### src/rtl/core/dwfc_pkg.sv
package dwfc_pkg;

  localparam int XW   = 10;  // pos_x width
  localparam int YW   = 9;   // pos_y width
  localparam int BW   = 8;   // depth byte width
  localparam int DW   = 16;  // depth width
  localparam int RADW = 3;   // window_radius register width
  localparam int RIW  = 1;   // register index width
  localparam int CW   = 14;  // signed window coordinate width
  localparam int RW   = 4;   // saturated radius width
  localparam int OW   = 5;   // window offset counter width

  typedef enum logic {
    FUNC_WRITE = 1'b0,
    FUNC_QUERY = 1'b1
  } func_e;

  localparam logic [RIW-1:0] REG_WINDOW_RADIUS   = 1'b0;
  localparam logic [RIW-1:0] REG_MAX_DEPTH_DELTA = 1'b1;

  // one access to the pixel store, coordinates are two's complement
  typedef struct packed {
    logic          en;
    logic          we;
    logic [CW-1:0] x;
    logic [CW-1:0] y;
    logic [DW-1:0] wdata;
  } mem_req_t;

  typedef struct packed {
    logic          valid;
    logic          feature_valid;
    logic [DW-1:0] centre_depth;
  } result_t;

endpackage

### src/rtl/core/dwfc_scan.sv
module dwfc_scan #(
  parameter int MAX_RADIUS = 7
) (
  input  logic                          clk_i,
  input  logic                          rst_ni,
  input  logic                          start_i,
  input  logic [dwfc_pkg::XW-1:0]       cx_i,
  input  logic [dwfc_pkg::YW-1:0]       cy_i,
  input  logic [dwfc_pkg::RADW-1:0]     radius_i,
  input  logic [dwfc_pkg::DW-1:0]       delta_i,
  input  logic [dwfc_pkg::DW-1:0]       rdata_i,
  input  logic                          res_taken_i,
  output dwfc_pkg::mem_req_t            req_o,
  output dwfc_pkg::result_t             res_o,
  output logic                          busy_o
);

  localparam int CW = dwfc_pkg::CW;
  localparam int RW = dwfc_pkg::RW;
  localparam int OW = dwfc_pkg::OW;
  localparam int DW = dwfc_pkg::DW;

  typedef enum logic [2:0] {
    S_IDLE,
    S_CENTRE,
    S_SCAN,
    S_LAST,
    S_DONE
  } state_e;

  state_e                  state_q;
  logic [dwfc_pkg::XW-1:0] cx_q;
  logic [dwfc_pkg::YW-1:0] cy_q;
  logic [RW-1:0]           r_q;
  logic [DW-1:0]           delta_q;
  logic [DW-1:0]           centre_q;
  logic [OW-1:0]           row_q;
  logic [OW-1:0]           col_q;
  logic                    pend_q;
  logic                    ok_q;

  logic [RW-1:0]           r_sat;
  logic [OW-1:0]           span;
  logic signed [CW-1:0]    nx;
  logic signed [CW-1:0]    ny;
  logic [DW-1:0]           diff;
  logic                    fail;

  always_comb begin
    r_sat = (radius_i > MAX_RADIUS) ? RW'(MAX_RADIUS) : RW'(radius_i);
    span  = {r_q, 1'b0};
    nx    = CW'(cx_q) + CW'(col_q) - CW'(r_q);
    ny    = CW'(cy_q) + CW'(row_q) - CW'(r_q);
    diff  = (rdata_i > centre_q) ? (rdata_i - centre_q) : (centre_q - rdata_i);
    // the previous window read is compared while the next one is issued
    fail  = pend_q && (rdata_i != '0) && (diff > delta_q);
  end

  always_comb begin
    req_o       = '0;
    req_o.we    = 1'b0;
    case (state_q)
      S_IDLE: begin
        req_o.en = start_i;
        req_o.x  = CW'(cx_i);
        req_o.y  = CW'(cy_i);
      end
      S_SCAN: begin
        req_o.en = 1'b1;
        req_o.x  = nx;
        req_o.y  = ny;
      end
      default: req_o.en = 1'b0;
    endcase
    res_o.valid         = (state_q == S_DONE);
    res_o.feature_valid = ok_q;
    res_o.centre_depth  = centre_q;
    busy_o              = (state_q != S_IDLE);
  end

  always_ff @(posedge clk_i or negedge rst_ni) begin
    if (!rst_ni) begin
      state_q  <= S_IDLE;
      cx_q     <= '0;
      cy_q     <= '0;
      r_q      <= '0;
      delta_q  <= '0;
      centre_q <= '0;
      row_q    <= '0;
      col_q    <= '0;
      pend_q   <= 1'b0;
      ok_q     <= 1'b1;
    end else begin
      case (state_q)
        S_IDLE: begin
          pend_q <= 1'b0;
          if (start_i) begin
            cx_q    <= cx_i;
            cy_q    <= cy_i;
            r_q     <= r_sat;
            delta_q <= delta_i;
            state_q <= S_CENTRE;
          end
        end
        S_CENTRE: begin
          centre_q <= rdata_i;
          ok_q     <= (rdata_i != '0);
          row_q    <= '0;
          col_q    <= '0;
          if ((rdata_i == '0) || (r_q == '0)) begin
            state_q <= S_DONE;
          end else begin
            state_q <= S_SCAN;
          end
        end
        S_SCAN: begin
          pend_q <= 1'b1;
          if (fail) begin
            ok_q <= 1'b0;
          end
          if (col_q == span) begin
            col_q <= '0;
            row_q <= row_q + OW'(1);
            if (row_q == span) begin
              state_q <= S_LAST;
            end
          end else begin
            col_q <= col_q + OW'(1);
          end
        end
        S_LAST: begin
          pend_q <= 1'b0;
          if (fail) begin
            ok_q <= 1'b0;
          end
          state_q <= S_DONE;
        end
        S_DONE: begin
          if (res_taken_i) begin
            ok_q    <= 1'b1;
            state_q <= S_IDLE;
          end
        end
        default: state_q <= S_IDLE;
      endcase
    end
  end

endmodule

### config.mk
export PLATFORM = sky130hd
export DESIGN_NAME = dwfc_scan
export DESIGN_NICKNAME = d
export VERILOG_FILES = /design/src/rtl/core/dwfc_pkg.sv /design/src/rtl/core/dwfc_scan.sv
export SDC_FILE = /design/constraint.sdc
export NUM_CORES = 1
export LEC_CHECK = 0
export BUFFER_PORTS_ARGS = -buffer_cell sky130_fd_sc_hd__buf_4
export CORE_ASPECT_RATIO = 1.4
export CORE_MARGIN = 2
export CORE_UTILIZATION = 45
export CTS_CLUSTER_DIAMETER = 100
export DETAILED_ROUTE_END_ITERATION = 6
export PLACE_DENSITY = 0.71
export SLEW_MARGIN = 20
export SYNTH_ARGS = -nofsm -noshare
export SYNTH_HDL_FRONTEND = slang
export SYNTH_SLANG_ARGS = --single-unit
### constraint.sdc
create_clock -name clk_i -period 9.65 [get_ports clk_i]
set_clock_uncertainty 0.2 [all_clocks]
set_input_delay 1.93 -clock clk_i [delete_from_list [all_inputs] [get_ports clk_i]]
set_output_delay 1.93 -clock clk_i [all_outputs]
set_load 0.05 [all_outputs]
==> summary.txt, run 1 <==
Die
  – Die area: roughly 0.015 mm2
  – Die Span X: about 100 um
  – FP Rows: about 50
  – Effective utilization at floorplan: 0.4586
  – Core ar.: around 0.014 mm2
  – DIE HEIGHT: between 100 and 150 um
  – # IOs: around 120

CTS
  – CTS Hold Buffers Added: 0
  – Clk sinks: roughly 70
  – Clk Tree Root Cell: clkbuf_16
  – Post_cts resized: 0
  – CTS tree: done
  – Post-CTS setup buffer count: 0
  – Clk Latency, worst-skew pair: 0.33 ns
  – Htree depth: 3
  – Clock transition at path regs: 0.06 ns
  – Clk buf depth: 2
  – Cts bufs inserted: 9

Logic synthesis
  – Synthesized area: 0.006350 mm2
  – Part of the Yosys area used for sequential elements: 0.2721
  – Yosys reg bits: 69
  – Ranking of synthesized cells by area: dfrtp_1, ha_1, inv_1
  – Post-synthesis async set-or-reset flop share: 1.000
  – Synth top area share: 0.2680
  – Yosys top cell by area: dfrtp_1
  – Ys flop type: dfrtp_1
  – Synth cell types: between 50 and 60
  – EDFF count, synth: 0
  – YS warnings: 0
  – Avg Synthesized Cell Area: between 8 and 9 um2
  – Mapped Cells: 766

Critical path
  – Crit. End Element: primary output
  – Setup Crit Path Kind: flop to primary output
  – Critical-path maximum fanout: 6
  – Data arrival, critical path: ~3.7 ns
  – Worst EP required: 7.52 ns
  – Startpoint type of the worst setup path: flop

Placed design
  – Port Buffer Count: around 110
  – GP Congestion: between 0.9 and 1
  – Post-DP HPWL: between 10 and 15 mm

Timing
  – Final min period: just under 6 ns
  – Worst slew pin tran: a little over 0.9 ns
  – Final Setup Violations: 0
  – Final Max Tran Viols: 0
  – Final hold violations: 0
  – Fmax: ~170 MHz
  – RSZ-0062 raised after global routing: no
  – Final period util: 0.6037
  – Setup tns final: 0 ns
  – Max-slew headroom: 0.3812

Min path
  – Hold crit path type: flop to flop

Detailed routing
  – Final WL: 15.52 mm
  – Met1 WL: about 6.3 mm
  – WL/cell: around 15 um
  – Top Layer Used: met4
  – Met3 Wirelength: about 580 um
  – Vias post-DR: ~5500
  – First-pass detailed-route iteration total: 5
  – Initial DRC count: 166
  – Post-route ant nets: 0
  – Via density: 5.261
  – DR WL met2: 8.234 mm
  – DRC errors left: 0

Flow run
  – Max Cap Viol: 0

Layout
  – Nets: about 990
  – Fillers: 1338
  – Area Growth Syn to Fin: 16.65%
  – N_diodes: 0
  – Layout cells sized above 1: 0.1756

Global route
  – Vias in the first global route: about 5400
  – Initial antenna violation count: 0
  – Pin count of the biggest net entering global routing: 70
  – Total GRT Usage: 0.2148
  – First-pass GRT wire length: 25.90 mm
  – Gr ovfl total: 0

Outcome
  – Status: finished clean
==> metrics by stage <==
stage	instance area (um2)	worst slack (ns)	utilization	instances	hold WS, ns
6_report	7407	3.824	0.5349	1039	0.3113
5_1_grt	7407	3.503	0.5349	1039	0.3396
4_1_cts	7407	3.841	0.5349	1039	0.3115
3_5_place_dp	7141	3.864	0.5157	1024	0.2970
3_3_place_gp	7141	3.945	0.5157	1024	0.2912
2_1_floorplan	6410	3.894	-	782	0.2684
==> critical path, stage by stage, from the launching register on <==
cell	delay [ns]
dfrtp_1	0.50
fa_1	0.55
inv_1	0.07
ha_1	0.29
a21o_1	0.15
a21oi_1	0.23
o21bai_1	0.13
a2111oi_0	0.75
nor2_1	0.14
xnor2_1	0.16
a22o_1	0.20
buf_4	0.19
==> layer usage <==
layer,vias to the layer above,global-route usage
met4,0,0.08962
li1,2726,-
met2,124,0.4138
met3,22,0.03695
met1,2594,0.2304
met5,-,0
==> logic make-up (layout without fill, tap and decap cells) <==
logic type / Yosys count / count (layout) / synth area share
AO/OA/AOI/OAI: 218 / 218 / 0.2260
AND/OR/NAND/NOR: 181 / 181 / 0.1350
buffers and inverters: 162 / 234 / 0.1161
adder cells (fa/ha/maj): 86 / 86 / 0.1789
flip-flops: 69 / 69 / 0.2721
XOR/XNOR: 36 / 36 / 0.04966
multiplexers: 13 / 13 / 0.02167
other: 1 / 17 / 0.0005906
==> synthesized netlist by cell type, drive strengths merged (8+ instances only) <==
| library cell | number |
|---|---|
| inv | 111 |
| nand2 | 91 |
| o21ai | 80 |
| ha | 78 |
| dfrtp | 68 |
| a21oi | 45 |
| a21o | 34 |
| buf | 34 |
| nor2 | 27 |
| xnor2 | 27 |
| clkbuf | 17 |
| nand3 | 12 |
| nand4 | 10 |
| xor2 | 9 |
| fa | 8 |
==> cells in the final DEF, fill, tap and decap left out, types with 5 or more instances in the layout <==
cell type,instances
a211oi_1,5
a21o_1,34
a21oi_1,43
a22o_1,6
a31oi_1,7
buf_4,108
clkbuf_16,9
conb_1,17
dfrtp_1,68
fa_1,8
ha_1,78
inv_1,111
mux2_2,6
mux2i_1,7
nand2_1,91
nand3_1,11
nand3b_1,5
nand4_1,10
nor2_1,26
nor2b_1,5
nor4_1,6
o211ai_1,5
o21a_1,5
o21ai_0,79
o21bai_1,6
xnor2_1,27
xor2_1,9
==> sequential cells by signal, indices dropped and copies added (netlist names), 3 cells and up <==
| register | flops |
|---|---|
| centre_q | 16 |
| col_q | 5 |
| cx_q | 10 |
| cy_q | 9 |
| delta_q | 16 |
| r_q | 3 |
| row_q | 5 |
| state_q | 3 |
==> final timing paths <==
path | startpoint | to | slack (ns) | cells past startpoint
max | r_q[1] | req_o[23] | 3.82 | 11
min | pend_q | pend_q | 0.31 | 2
max reg2reg | centre_q[0] | ok_q | 5.55 | 17
min reg2reg | pend_q | pend_q | 0.31 | 2
max in group asynchronous | rst_ni | delta_q[14] | 7.11 | 1
min in group asynchronous | rst_ni | centre_q[4] | 1.53 | 1
==> layout make-up <==
| type | instances | area (um2) | share of cell area |
|---|---|---|---|
| tap | 185 | 231.5 | 0.03125 |
| multi-input combinational | 551 | 3954 | 0.5338 |
| inverter | 111 | 416.7 | 0.05625 |
| clock buffer | 10 | 239.0 | 0.03226 |
| sequential | 69 | 1728 | 0.2333 |
| timing repair buffer | 108 | 810.8 | 0.1095 |
| clock inverter | 5 | 27.53 | 0.003716 |
Power of run 1 is left out: the tool's default activity adds up to more than one toggle a clock period on the data nets, which glitch-free logic cannot reach.
==> run 2: changes to the inputs <==
- clock period: 9.65 -> 5.6 ns (I/O delays scaled with it)
==> summary.txt, run 2 (synthesized netlist as in run 1, its figures left out) <==
Outcome
  – Status: finished clean

CTS
  – CTS tree: done
  – Clk Latency, worst-skew pair: between 0.3 and 0.4 ns
  – Htree depth: 3
  – Clk buf depth: 2
  – Clk Tree Root Cell: clkbuf_16
  – CTS Hold Buffers Added: 0
  – Post_cts resized: 0
  – Clock transition at path regs: roughly 0.060 ns
  – Cts bufs inserted: 9
  – Clk sinks: 69
  – Post-CTS setup buffer count: 0

Timing
  – Final WS setup: roughly 0.53 ns
  – Final min period: ~5.1 ns
  – RSZ-0062 raised after global routing: no
  – Final Setup Violations: 0
  – Worst slew pin tran: between 0.9 and 1 ns
  – Final hold violations: 0
  – Final period util: 0.9049
  – Setup tns final: 0 ns
  – Final Max Tran Viols: 0
  – Hold slack: about 0.31 ns
  – Fmax: around 200 MHz
  – Max-slew headroom: 0.3462

Die
  – Die Span X: between 100 and 150 um
  – DIE HEIGHT: about 140 um
  – # IOs: 123
  – Core ar.: about 0.014 mm2
  – Die area: between 0.015 and 0.02 mm2
  – FP Rows: 51
  – Effective utilization at floorplan: 0.4586

Min path
  – Hold Path Depth: 2
  – Hold crit path type: flop to flop

Detailed routing
  – DRC errors left: 0
  – DR WL met2: around 8.3 mm
  – Via density: 5.230
  – Post-route ant nets: 0
  – Met3 Wirelength: roughly 560 um
  – Initial DRC count: 156
  – First-pass detailed-route iteration total: 4
  – Met1 WL: 6.446 mm
  – Vias post-DR: between 5000 and 6000
  – Top Layer Used: met4
  – Final WL: 15.69 mm
  – WL/cell: 15.05 um

Critical path
  – Critical-path cell list: buf_4 > fa_1 > inv_1 > ha_1 > a21o_1 > a21oi_1 > o21bai_1 > a2111oi_0 > nor2_1 > xnor2_1 > a22o_1 > buf_4
  – Worst r2r path cells: 17
  – Worst EP required: between 4 and 5 ns
  – CP top delay family: compound AO/OA/AOI/OAI gates
  – CP Buf/Inv Count: 3
  – Startpoint type of the worst setup path: flop
  – Critical path's slowest cell: a2111oi_0
  – Critical-path maximum fanout: 6
  – Crit. End Element: primary output
  – CP peak stage delay: between 0.7 and 0.8 ns
  – Worst path depth: 12
  – Most frequent CP cell: buf_4
  – Setup Crit Path Kind: flop to primary output
  – Data arrival, critical path: 3.75 ns

Layout
  – Area Growth Syn to Fin: 17.24%
  – Nets: between 900 and 1000
  – Most frequent cells in the layout: inv_1, buf_4, nand2_1
  – Largest regs: centre_q (16), delta_q (16), cx_q (10)
  – Layout cells sized above 1: 0.1739
  – N_diodes: 0
  – Commonest non-fill, non-tap cell in the layout: inv_1

Placed design
  – Placement Setup Slack: 0.6207 ns
  – GP Congestion: just under 0.9
  – Post-DP HPWL: between 10 and 15 mm
  – Port Buffer Count: 105

Global route
  – Pin count of the biggest net entering global routing: 70
  – Initial antenna violation count: 0
  – Vias in the first global route: between 5000 and 6000
  – Total GRT Usage: 0.2109
  – First-pass GRT wire length: around 25 mm
  – Gr ovfl total: 0

Flow run
  – Max Cap Viol: 0
[run 2: cell types whose count changed in the layout (fill, tap and decap cells not counted)]
cell,previous run,this run
clkbuf_1,0,4
buf_4,108,110
bufinv_16,0,1
clkinv_2,4,1
clkinvlp_4,1,0
[run 2: worst paths after layout]
path | start | endpoint | slack, ns
max | r_q[1] | req_o[23] | 0.53
min | pend_q | pend_q | 0.31
max reg2reg | centre_q[0] | ok_q | 1.50
min reg2reg | pend_q | pend_q | 0.31
max in group asynchronous | rst_ni | row_q[0] | 3.88
min in group asynchronous | rst_ni | centre_q[4] | 0.73
[run 2: metrics by stage]
step                area (um2)  cells    util
detailed placement        7156   1026  0.5168
CTS                       7445   1042  0.5376
global route              7445   1042  0.5376
global placement          7156   1026  0.5168
floorplan                 6410    782       -
finish                    7445   1042  0.5376
[run 2: cell type report]
class	count	area (um2)
Clock buffer	14	254.0
Timing Repair Buffer	110	825.8
Multi-Input combinational cell	551	3954
Inverter	111	416.7
Sequential cell	69	1728
Tap cell	185	231.5
Clock inverter	2	35.03
Fill cell	1317	6402
[run 2: worst register-to-register path: stages, from the launching register on]
cell and delay, ns:
dfrtp_1 0.39, ha_1 0.18, inv_1 0.06, fa_1 0.38, a21o_1 0.19, a221oi_2 0.36
a21oi_2 0.18, o2bb2ai_4 0.28, or3_1 0.41, o31a_1 0.12, xor2_1 0.15, ha_1 0.29
a21o_1 0.15, a21o_1 0.17, a21oi_1 0.13, o21ai_0 0.08, a21o_1 0.16, a31oi_1 0.17
[run 2: layer usage]
layer  up-vias  GRT usage
met2       120     0.4063
met4         0    0.08535
met3        23    0.03245
li1       2740          -
met5         -          0
met1      2567     0.2296
Power of run 2 is left out for the same reason.
